$ cat src/timed_priority_request_arbiter_top_defines.svh
// ----------------------------------------------------------------------------
// Assertion macros shared by the arbiter's modules
// ----------------------------------------------------------------------------
`ifndef TIMED_PRIORITY_REQUEST_ARBITER_TOP_DEFINES_SVH
`define TIMED_PRIORITY_REQUEST_ARBITER_TOP_DEFINES_SVH

// Check that cons holds in the same cycle as ante
`define TPRA_ASSERT_SAME(label, clk, rst, ante, cons, msg) \
  label: assert property (@(posedge clk) disable iff (rst) (ante) |-> (cons)) \
    else $error(msg);

// Check that cons holds in the cycle after ante
`define TPRA_ASSERT_NEXT(label, clk, rst, ante, cons, msg) \
  label: assert property (@(posedge clk) disable iff (rst) (ante) |=> (cons)) \
    else $error(msg);

`endif

$ cat src/tpra_pkg.sv
// ----------------------------------------------------------------------------
// tpra_pkg
// Shared constants and controller/datapath interface types of the arbiter.
// ----------------------------------------------------------------------------
`default_nettype none

package tpra_pkg;

  // Slot table depth default
  localparam int NumSlotsDef = 8;

  // Field widths
  localparam int CmdW  = 2;
  localparam int KeyW  = 8;
  localparam int FaceW = 8;
  localparam int PrioW = 8;
  localparam int TimeW = 32;

  // Command codes
  localparam logic [CmdW-1:0] CMD_REQUEST = 2'd0;
  localparam logic [CmdW-1:0] CMD_RELEASE = 2'd1;
  localparam logic [CmdW-1:0] CMD_TICK    = 2'd2;

  // Controller to datapath commands
  typedef struct packed {
    logic capture;  // latch the input beat, clear scan accumulators
    logic issue;    // read the next slot, advance the walk
    logic load;     // commit the item and load the result register
  } ctrl_t;

  // Datapath to controller status
  typedef struct packed {
    logic last_issue;  // current read address is the last slot
  } stat_t;

endpackage

`default_nettype wire

$ cat src/tpra_ctrl.sv
// ----------------------------------------------------------------------------
// tpra_ctrl
// Sequencer of the arbiter: accepts a beat, walks the slot table, then
// commits the item and hands the result to the output register.
// ----------------------------------------------------------------------------
`default_nettype none

`include "timed_priority_request_arbiter_top_defines.svh"

module tpra_ctrl (
  input  wire logic            clk,
  input  wire logic            rst,
  input  wire logic            in_valid,
  output logic                 in_stall,
  output logic                 out_valid,
  input  wire logic            out_stall,
  output tpra_pkg::ctrl_t      ctl,
  input  wire tpra_pkg::stat_t stat
);

  typedef enum logic [3:0] {
    S_IDLE   = 4'b0001,
    S_SCAN   = 4'b0010,
    S_DRAIN  = 4'b0100,
    S_RESULT = 4'b1000
  } state_t;

  state_t state, state_next;
  logic   out_valid_next;
  logic   out_free;

  assign out_free = !out_valid || !out_stall;
  assign in_stall = (state != S_IDLE);

  // Sequence one item through scan and commit; read slot zero in the accept cycle
  always_comb begin
    state_next  = state;
    ctl.capture = 1'b0;
    ctl.issue   = 1'b0;
    ctl.load    = 1'b0;
    unique case (state)
      S_IDLE: begin
        if (in_valid) begin
          ctl.capture = 1'b1;
          ctl.issue   = 1'b1;
          if (stat.last_issue) begin
            state_next = S_DRAIN;
          end else begin
            state_next = S_SCAN;
          end
        end
      end
      S_SCAN: begin
        ctl.issue = 1'b1;
        if (stat.last_issue) begin
          state_next = S_DRAIN;
        end
      end
      S_DRAIN: begin
        state_next = S_RESULT;
      end
      S_RESULT: begin
        if (out_free) begin
          ctl.load   = 1'b1;
          state_next = S_IDLE;
        end
      end
      default: begin
        state_next = S_IDLE;
      end
    endcase
  end

  // Hold the result beat until taken
  always_comb begin
    if (ctl.load) begin
      out_valid_next = 1'b1;
    end else if (!out_stall) begin
      out_valid_next = 1'b0;
    end else begin
      out_valid_next = out_valid;
    end
  end

  always_ff @(posedge clk) begin
    if (rst) begin
      state     <= S_IDLE;
      out_valid <= 1'b0;
    end else begin
      state     <= state_next;
      out_valid <= out_valid_next;
    end
  end

  `TPRA_ASSERT_NEXT(a_accept_starts_scan, clk, rst, in_valid && !in_stall,
                    (state == S_SCAN) || (state == S_DRAIN),
                    "accepted beat did not start a scan")
  `TPRA_ASSERT_NEXT(a_commit_gives_beat, clk, rst, state == S_RESULT && out_free,
                    out_valid && state == S_IDLE, "commit did not present a result beat")

endmodule

`default_nettype wire

$ cat src/tpra_dp.sv
// ----------------------------------------------------------------------------
// tpra_dp
// Datapath of the arbiter: slot memory, active bits, scan accumulators,
// shown face and the result register.
// ----------------------------------------------------------------------------
`default_nettype none

`include "timed_priority_request_arbiter_top_defines.svh"

module tpra_dp #(
  parameter int NUM_SLOTS = tpra_pkg::NumSlotsDef
) (
  input  wire logic                       clk,
  input  wire logic                       rst,
  input  wire tpra_pkg::ctrl_t            ctl,
  output tpra_pkg::stat_t                 stat,
  input  wire logic [tpra_pkg::CmdW-1:0]  cmd,
  input  wire logic [tpra_pkg::KeyW-1:0]  requester_key,
  input  wire logic [tpra_pkg::FaceW-1:0] face_code,
  input  wire logic [tpra_pkg::PrioW-1:0] prio,
  input  wire logic [tpra_pkg::TimeW-1:0] hold_ms,
  input  wire logic [tpra_pkg::TimeW-1:0] now_ms,
  output logic                            accepted,
  output logic [tpra_pkg::FaceW-1:0]      shown_face,
  output logic                            face_changed
);

  localparam int IdxW = (NUM_SLOTS > 1) ? $clog2(NUM_SLOTS) : 1;
  localparam logic [IdxW-1:0] LastIdx = IdxW'(NUM_SLOTS - 1);

  typedef struct packed {
    logic [tpra_pkg::KeyW-1:0]  key;
    logic [tpra_pkg::FaceW-1:0] face;
    logic [tpra_pkg::PrioW-1:0] prio;
    logic [tpra_pkg::TimeW-1:0] start;
    logic [tpra_pkg::TimeW-1:0] hold;
  } slot_t;

  // Captured item
  logic [tpra_pkg::CmdW-1:0]  cmd_q;
  logic [tpra_pkg::KeyW-1:0]  key_q;
  logic [tpra_pkg::FaceW-1:0] face_q;
  logic [tpra_pkg::PrioW-1:0] prio_q;
  logic [tpra_pkg::TimeW-1:0] hold_q;
  logic [tpra_pkg::TimeW-1:0] now_q;

  // Slot table
  slot_t                slot_mem [NUM_SLOTS];
  slot_t                rd_slot;
  slot_t                wr_slot;
  logic                 wr_en;
  logic [IdxW-1:0]      wr_idx;
  logic [NUM_SLOTS-1:0] active;

  // Walk
  logic [IdxW-1:0] rd_idx;
  logic [IdxW-1:0] proc_idx;
  logic            proc_valid;

  // Scan accumulators
  logic                       match_found;
  logic [IdxW-1:0]            match_idx;
  logic                       free_found;
  logic [IdxW-1:0]            free_idx;
  logic                       best_found;
  logic [tpra_pkg::PrioW-1:0] best_prio;
  logic [tpra_pkg::FaceW-1:0] best_face;

  logic [tpra_pkg::FaceW-1:0] current_face;
  logic [tpra_pkg::FaceW-1:0] face_next;
  logic                       changed_next;
  logic                       accepted_next;

  // Per-slot evaluation
  logic                       proc_act;
  logic                       key_hit;
  logic [tpra_pkg::TimeW-1:0] elapsed;
  logic                       expired;
  logic                       is_req;
  logic                       is_rel;
  logic                       is_tick;

  assign is_req  = (cmd_q == tpra_pkg::CMD_REQUEST);
  assign is_rel  = (cmd_q == tpra_pkg::CMD_RELEASE);
  assign is_tick = (cmd_q == tpra_pkg::CMD_TICK);

  assign stat.last_issue = (rd_idx == LastIdx);

  assign proc_act = active[proc_idx];
  assign key_hit  = proc_act && (rd_slot.key == key_q);
  assign elapsed  = now_q - rd_slot.start;
  assign expired  = proc_act && (rd_slot.hold != '0) && (elapsed >= rd_slot.hold);

  // Resolve the commit of the finished item
  always_comb begin
    accepted_next = 1'b0;
    changed_next  = 1'b0;
    face_next     = current_face;
    if (is_req) begin
      accepted_next = match_found || free_found;
    end
    if (is_tick && best_found && (best_face != current_face)) begin
      face_next    = best_face;
      changed_next = 1'b1;
    end
  end

  assign wr_en           = ctl.load && is_req && accepted_next;
  assign wr_idx          = match_found ? match_idx : free_idx;
  assign wr_slot.key     = key_q;
  assign wr_slot.face    = face_q;
  assign wr_slot.prio    = prio_q;
  assign wr_slot.start   = now_q;
  assign wr_slot.hold    = hold_q;

  // Capture the input beat
  always_ff @(posedge clk) begin
    if (ctl.capture) begin
      cmd_q  <= cmd;
      key_q  <= requester_key;
      face_q <= face_code;
      prio_q <= prio;
      hold_q <= hold_ms;
      now_q  <= now_ms;
    end
  end

  // Slot memory: one write port, one registered read port
  always_ff @(posedge clk) begin
    if (wr_en) begin
      slot_mem[wr_idx] <= wr_slot;
    end
    if (ctl.issue) begin
      rd_slot <= slot_mem[rd_idx];
    end
  end

  // Advance the walk; wrap to slot zero after the last slot
  always_ff @(posedge clk) begin
    if (rst) begin
      rd_idx     <= '0;
      proc_idx   <= '0;
      proc_valid <= 1'b0;
    end else begin
      proc_valid <= ctl.issue;
      if (ctl.issue) begin
        rd_idx   <= stat.last_issue ? '0 : rd_idx + IdxW'(1);
        proc_idx <= rd_idx;
      end
    end
  end

  // Accumulate match, free slot and best candidate
  always_ff @(posedge clk) begin
    if (rst || ctl.capture) begin
      match_found <= 1'b0;
      match_idx   <= '0;
      free_found  <= 1'b0;
      free_idx    <= '0;
      best_found  <= 1'b0;
      best_prio   <= '0;
      best_face   <= '0;
    end else if (proc_valid) begin
      if (key_hit && !match_found) begin
        match_found <= 1'b1;
        match_idx   <= proc_idx;
      end
      if (!proc_act && !free_found) begin
        free_found <= 1'b1;
        free_idx   <= proc_idx;
      end
      if (is_tick && !expired && proc_act &&
          (!best_found || (rd_slot.prio > best_prio))) begin
        best_found <= 1'b1;
        best_prio  <= rd_slot.prio;
        best_face  <= rd_slot.face;
      end
    end
  end

  // Update active bits: expire on tick, set on request, drop on release
  always_ff @(posedge clk) begin
    if (rst) begin
      active <= '0;
    end else if (proc_valid) begin
      if (is_tick && expired) begin
        active[proc_idx] <= 1'b0;
      end
    end else if (ctl.load) begin
      if (wr_en) begin
        active[wr_idx] <= 1'b1;
      end else if (is_rel && match_found) begin
        active[match_idx] <= 1'b0;
      end
    end
  end

  // Shown face
  always_ff @(posedge clk) begin
    if (rst) begin
      current_face <= '0;
    end else if (ctl.load) begin
      current_face <= face_next;
    end
  end

  // Result register
  always_ff @(posedge clk) begin
    if (ctl.load) begin
      accepted     <= accepted_next;
      shown_face   <= face_next;
      face_changed <= changed_next;
    end
  end

  `TPRA_ASSERT_SAME(a_commit_after_scan, clk, rst, ctl.load, !proc_valid,
                    "commit overlaps slot processing")
  `TPRA_ASSERT_NEXT(a_shown_is_current, clk, rst, ctl.load, shown_face == current_face,
                    "result face differs from shown face")
  `TPRA_ASSERT_NEXT(a_change_only_tick, clk, rst, ctl.load && !is_tick, !face_changed,
                    "face change outside a tick")

endmodule

`default_nettype wire

$ cat src/timed_priority_request_arbiter_top.sv
// ----------------------------------------------------------------------------
// timed_priority_request_arbiter_top
// Slot table of timed, prioritized face requests with tick-driven selection.
//
//   channel | direction | handshake           | fields
//   in      | sink      | in_valid / in_stall | cmd, requester_key, face_code,
//           |           |                     | prio, hold_ms, now_ms
//   out     | source    | out_valid/out_stall | accepted, shown_face,
//           |           |                     | face_changed
//
// The walk reads one slot per cycle through the slot memory's single read
// port, starting in the accept cycle, then passes a drain state and a commit
// state, where the commit waits for the output register to be free.
// Reset clears the active bits and the shown face; slot contents are not
// cleared and are only read behind an active bit.
// A stalled result beat is held in the output register; the next input beat
// is taken meanwhile, and its commit waits until the register is free.
// ----------------------------------------------------------------------------
`default_nettype none

module timed_priority_request_arbiter_top #(
  parameter int NUM_SLOTS = tpra_pkg::NumSlotsDef
) (
  input  wire logic                       clk,
  input  wire logic                       rst,
  input  wire logic                       in_valid,
  output logic                            in_stall,
  input  wire logic [tpra_pkg::CmdW-1:0]  cmd,
  input  wire logic [tpra_pkg::KeyW-1:0]  requester_key,
  input  wire logic [tpra_pkg::FaceW-1:0] face_code,
  input  wire logic [tpra_pkg::PrioW-1:0] prio,
  input  wire logic [tpra_pkg::TimeW-1:0] hold_ms,
  input  wire logic [tpra_pkg::TimeW-1:0] now_ms,
  output logic                            out_valid,
  input  wire logic                       out_stall,
  output logic                            accepted,
  output logic [tpra_pkg::FaceW-1:0]      shown_face,
  output logic                            face_changed
);

  tpra_pkg::ctrl_t ctl;
  tpra_pkg::stat_t stat;

  // Sequencer
  tpra_ctrl u_ctrl (
    .clk       (clk),
    .rst       (rst),
    .in_valid  (in_valid),
    .in_stall  (in_stall),
    .out_valid (out_valid),
    .out_stall (out_stall),
    .ctl       (ctl),
    .stat      (stat)
  );

  // Slot table and selection
  tpra_dp #(
    .NUM_SLOTS (NUM_SLOTS)
  ) u_dp (
    .clk           (clk),
    .rst           (rst),
    .ctl           (ctl),
    .stat          (stat),
    .cmd           (cmd),
    .requester_key (requester_key),
    .face_code     (face_code),
    .prio          (prio),
    .hold_ms       (hold_ms),
    .now_ms        (now_ms),
    .accepted      (accepted),
    .shown_face    (shown_face),
    .face_changed  (face_changed)
  );

endmodule

`default_nettype wire

$ cat config.mk
export PLATFORM = sky130hd
export DESIGN_NAME = timed_priority_request_arbiter_top
export DESIGN_NICKNAME = d
export VERILOG_FILES = /design/src/tpra_pkg.sv /design/src/tpra_ctrl.sv /design/src/tpra_dp.sv /design/src/timed_priority_request_arbiter_top.sv
export VERILOG_INCLUDE_DIRS = /design/src /design/src/src
export SDC_FILE = /design/constraint.sdc
export NUM_CORES = 1
export LEC_CHECK = 0
export ABC_CLOCK_PERIOD_IN_PS = 17070
export BUFFER_PORTS_ARGS = -buffer_cell sky130_fd_sc_hd__buf_2
export CAP_MARGIN = 5
export CORE_MARGIN = 2
export CORE_UTILIZATION = 30
export CTS_CLUSTER_SIZE = 30
export DETAILED_ROUTE_END_ITERATION = 16
export PLACE_DENSITY = 0.47
export SYNTH_ARGS = -nofsm -noshare
export SYNTH_HDL_FRONTEND = slang
export SYNTH_SLANG_ARGS = --single-unit
$ cat constraint.sdc
create_clock -name clk -period 17.07 [get_ports clk]
set_clock_uncertainty 0.05 [all_clocks]
set_input_delay 1.707 -clock clk [delete_from_list [all_inputs] [get_ports clk]]
set_output_delay 1.707 -clock clk [all_outputs]
set_load 0.02 [all_outputs]
; Word-level counts from Yosys, hierarchy flattened
; Memory sizes are Yosys's and may differ from the RTL's. A register that Yosys moved wholly into a read port is not among the register bits.
; Cells that the tools add are included.
[word_totals]
register_bits = 153
mem_bits_rw = 704
input_bits = 94
wordCells = 123
mem_count = 1
[op_classes]
n_addsub = 2
n_lt_le_gt_ge = 8
eq_ne = 15
muxes = 32
n_bitwise = 5
reduce_logical = 37
[memory_table]
columns = memory, depth, word_bits, rd, rd_clocked_by_memory_dff, wr, line_no
row1 = u_dp.slot_mem, 8, 88, 1, 1, 1, tpra_dp.sv:48  ; slot_t slot_mem [NUM_SLOTS];
[ops]
columns = op, count
row1 = $mux 8, 6
row2 = $ge 32x32->1, 1
row3 = $reduce_bool 32->1, 1
row4 = $sub 32x32->32, 1
row5 = $logic_and 1x1->1, 17
row6 = $and 8x8->8, 2
row7 = $not 8->8, 2
row8 = $pmux 4 s4, 1
row9 = $mux 1, 13
row10 = $lt 3x4->1 const B, 3
row11 = $mux 4, 3
row12 = $demux 1 s3, 3
row13 = $ge 3x1->1 const B, 3
row14 = $mux 3, 3
row15 = $eq 8x8->1, 1
row16 = $gt 8x8->1, 1
row17 = $ne 8x8->1, 1
row18 = $or 8x8->8, 1
row19 = $logic_not 1->1, 7
row20 = $ne 2x1->1 const B, 3
row21 = $reduce_and 2->1, 3
row22 = $reduce_and 3->1, 2
row23 = $eq 4x1->1 const B, 1
row24 = $eq 4x2->1 const B, 1
row25 = 15 further kinds, 19

; Logic depth before layout (Yosys ltp)
[depth]
depth_word = 10
depth_mapped = 23

; By module
; A second synthesis with hierarchy kept.
[unflattened]
hier_cells = 1921
area_unflattened_um2 = 37547.3
[modules_own_cells]
columns = module, instances, cells_per_inst, area_each_um2, seq_area_each_um2
row1 = tpra_dp, 1, 1891, 37294.5, 27746.6
row2 = tpra_ctrl, 1, 30, 252.7, 100.1

; Worst setup path before layout
; No wires, ideal clock.
[synth_path]
path_type = input-to-reg
startpoint = in out_stall
endpoint = mem u_dp.slot_mem[7][0] (netlist bit) (enable)
setup_ns = 0.537
arrival_time_ns = 5.912
required_time_ns = 16.483
slack_ns = 10.571
path_stages = 4
path_buffers = 0
cell_sequence = a21boi_1 and2_1 nand2b_1 nor2_1
[synth_between]
elab_chain_cells = 8
[synth_lines]
columns = item, line_no
row1 = from (decl), timed_priority_request_arbiter_top.sv:35  ; input wire logic out_stall,
row2 = $logic_not 1->1, tpra_ctrl.sv:32  ; assign out_free = !out_valid || !out_stall;
row3 = $logic_or 1x1->1, tpra_ctrl.sv:32
row4 = $mux 1, tpra_ctrl.sv:63  ; if (out_free) begin
row5 = $mux 1, tpra_ctrl.sv:41  ; unique case (state)
row6 = $logic_and 1x1->1 (2 in a row), tpra_dp.sv:108  ; assign wr_en = ctl.load && is_req && accepted_next;
row7 = $mux 1, tpra_dp.sv:130  ; if (wr_en) begin
row8 = $mux 1 (not written as such), tpra_dp.sv:131  ; slot_mem[wr_idx] <= wr_slot;
row9 = to (decl), tpra_dp.sv:48
; No other way between the ends.

; Worst setup path after layout
[layout_path]
startpoint = reg u_dp.now_q[0] (netlist bit)
endpoint = reg u_dp.best_face[5] (netlist bit)
[layout_between]
elab_chain_cells = 8
[layout_lines]
columns = item, line_no
row1 = from (decl), tpra_dp.sv:45  ; logic [tpra_pkg::TimeW-1:0] now_q;
row2 = from (signal assigned), tpra_dp.sv:124  ; now_q <= now_ms;
row3 = $sub 32x32->32, tpra_dp.sv:91  ; assign elapsed = now_q - rd_slot.start;
row4 = $ge 32x32->1, tpra_dp.sv:92  ; assign expired = proc_act && (rd_slot.hold != '0) && (elapsed >= rd_slot.hold);
row5 = $logic_and 1x1->1, tpra_dp.sv:92
row6 = $logic_not 1->1, tpra_dp.sv:172  ; if (is_tick && !expired && proc_act &&
row7 = $logic_and 1x1->1 (3 in a row), tpra_dp.sv:172
row8 = $reduce_and 2->1 (no line), -
row9 = to (signal assigned), tpra_dp.sv:176  ; best_face <= rd_slot.face;
row10 = to (decl), tpra_dp.sv:67  ; logic [tpra_pkg::FaceW-1:0] best_face;
; No other way between the ends.
; A chain may end at the register's enable or synchronous reset.

==> results.toml <==
[outcome]
status = "completed"

[global_route]
use_met2_pct = 22.3
busiest_layer = "met2"
grt_pass1_vias = 19549
grt-ovfl-total = 0
grt_max_degree = 64
grt_usage_pct = 13.4
antenna_found_initial = 2
met1_usage_pct = 18.2
grt_pass1_wl_mm = 127
met3_usage_pct = 2.39

[clock_tree]
clk_pin_slew_ps = 60
cts-hold-fix-buffers = 0
ctsResizeCount = 0
clockBufferDepth = 3
numCtsBuffers = 100
post_cts_buffers = 0
worstSkewPairLatency_ps = 690
cts.sinks = 945
cts_htree_levels = 3
cts_tree = "built"
cts_root_buffer = "clkbuf_16"

[power]
switching_power_mw = 1.97
powerDensity_nw_per_um2 = 157
leakage_nw = 13.9
clockPowerShare_pct = 32.7
total_power_mw = 6.81
p_seq_share_pct = 44.8
peakVddDrop_v = 0.0000811
internal_power_mw = 4.84
power.share.switching_pct = 28.9
power_frac_comb_pct = 22.5

[setup_path]
startpoint_type = "flop"
cp-end-kind = "flop"
slowest_delay_ps = 590
cp.required_ps = 17610
crit_arrival_ps = 6090
slowest_stage = "o22a_1"
crit_family = "compound AO/OA/AOI/OAI gates"
path_cells = "inv_1 -> ha_1 -> inv_1 -> fa_1 -> a211oi_1 -> o21ai_0 -> a211o_1 -> nand2_1 -> a21oi_2 -> a31oi_1 -> o31ai_1 -> xor2_1 -> ha_1 -> nand4_1 -> or2_1 -> nor3_1 -> nand2_1 -> a311oi_1 -> o22a_1 -> o21ai_0 -> a21oi_1"
r2r_cells = 21
cp.depth = 21
crit_type = "flop to flop"
worst-path-buf-inv = 2
critPathMaxFanout = 16

[route]
drcViolationCount = 0
drt_first_pass_iters = 5
vias = 18140
drt_iter0_drc = 1497
wl_per_cell_um = 22.4
routed_via_density = 4.77
wirelength_mm = 85.2
antenna_left = 0

[synth]
yosys_warnings = 0
ys_seq_elements = 945
ys_types = 71
synthesis.nets = 2086
avgSynthCellArea_um2 = 19.5
synth_ff_type = "edfxtp_1"
synthArstFlopShare_pct = 0
synth_edf_count = 892
syn-cell-area_um2 = 37400
synth_seq_area_share_pct = 74.5
syn_inst = 1918

[flow_run]
cap_violations = 0

[finish]
regArea_um2 = 27900
final_util_pct = 35.1
multi_input_area_um2 = 9000
final_layout_size_suffix_gt1_share_pct = 26.6
areaGrowthSynthToFinish_pct = 16.0
layout.nets = 2251
fillerInstances = 11604
fin_area_um2 = 43400
instances_no_fill = 3805

[placed_design]
dpl_cell_area_um2 = 40000
place_congestion = 0.788
placed_cells = 3618
numPortBuffers = 105
dp_hpwl_mm = 48.6
pre_cts_ws_ps = 11510

[timing]
whs_ps = 431
fin_crit_ps = 5550
fin_ws_ps = 11520
worstMarginPinSlew_ps = 1030
finalSetupTns_ps = 0
slew-limit-headroom_pct = 31.1
slew_viol_final = 0
fmax_mhz = 180
rsz0062_at_grt = "no"
finalHoldViolations = 0
period_share_pct = 32.5
finalSetupViolations = 0

[hold_path]
hold_class = "flop to flop"
holdPathStages = 2

[floorplanning]
dieWidth_um = 357
die_h_um = 357
dieArea_um2 = 127000
initial_core_util_pct = 30.2
io_pins = 106
row_count = 129
core_area_um2 = 124000
[registers in the layout, indices dropped and copies added, names as in the netlist, 2 cells and up]
name	flops
u_ctrl.state	4
u_dp.key_q	8
u_dp.free_idx	3
u_dp.face_q	8
u_dp.now_q	32
u_dp.slot_mem	704
u_dp.current_face	8
u_dp.active	8
u_dp.best_face	8
u_dp.rd_slot	88
u_dp.best_prio	8
u_dp.match_idx	3
u_dp.shown_face	8
u_dp.hold_q	32
u_dp.rd_idx	3
u_dp.prio_q	8
u_dp.proc_idx	3
u_dp.cmd_q	2
[layer usage]
layer,vias up,part of all wire [%]
met5,-,0
met2,346,49
met4,0,2.2
li1,8088,-
met3,129,3.9
met1,9577,45
[path summary, 6_finish.rpt]
check,startpoint,endpoint,slack [ps]
worst max register to register,u_dp.now_q[0],u_dp.best_face[5],11520
worst max-delay path,u_dp.now_q[0],u_dp.best_face[5],11520
worst min register to register,u_dp.best_prio[3],u_dp.best_prio[3],430
worst min-delay path,u_dp.best_prio[3],u_dp.best_prio[3],430
[power by group through the flow]
| stage | registers (mW) | clock network [mW] | logic [mW] |
|---|---|---|---|
| floorplan | 2.99 | 0 | 1.19 |
| global placement | 3.10 | 0 | 1.55 |
| detailed placement | 3.11 | 0 | 1.56 |
| CTS | 3.06 | 2.30 | 1.57 |
| global route | 3.08 | 2.39 | 1.71 |
| finish | 3.05 | 2.23 | 1.53 |
[cells in the mapped netlist (21+ instances only)]
cell / n / area (um2)
edfxtp_1: 892 / 26800
mux2i_1: 21 / 210
a21oi_1: 68 / 340
nand2_1: 28 / 105
nor2_1: 61 / 229
a21o_1: 21 / 158
mux2_2: 97 / 1090
inv_1: 84 / 315
dfxtp_1: 53 / 1060
clkbuf_1: 42 / 158
xnor2_1: 36 / 315
o21ai_0: 35 / 175
ha_1: 73 / 913
nand3_1: 30 / 150
mux4_2: 176 / 3960
[kinds of logic (layout without fill, tap and decap cells)]
logic type / after synthesis / after routing / share of synthesized area [%]
AO/OA/AOI/OAI: 204 / 204 / 3.51
adder cells (fa/ha/maj): 74 / 74 / 2.50
buffers and inverters: 155 / 404 / 1.64
flip-flops: 945 / 945 / 74.5
XOR/XNOR: 45 / 45 / 1.05
other: 0 / 1 / 0
AND/OR/NAND/NOR: 201 / 201 / 2.72
multiplexers: 294 / 294 / 14.1
[placed cells by master (no fill, tap or decap), drive strengths merged, types with 53 or more instances in the layout]
cell type	instances
dfxtp	53
mux4	176
inv	90
edfxtp	892
mux2	97
buf	134
clkbuf	114
nor2	61
a21oi	71
ha	73
[layout make-up]
type                    count  area share [%]
well taps                1637            4.72
inverters                  84           0.727
multi-input cells         818            20.8
clock inverters            72            1.91
diodes                      1         0.00577
clock buffers             114            5.89
repair buffers            134            1.71
flip-flops and latches    945            64.3
[worst reg2reg max path, delay by kind of cell (launching register included)]
| kind | cells | cell delay (ps) |
|---|---|---|
| buffers and inverters | 2 | 170 |
| AND/OR/NAND/NOR | 5 | 870 |
| AO/OA/AOI/OAI | 10 | 2770 |
| flip-flops | 1 | 510 |
| XOR/XNOR | 1 | 160 |
| adder cells (fa/ha/maj) | 3 | 950 |
Power figures use the tool's default switching activity.
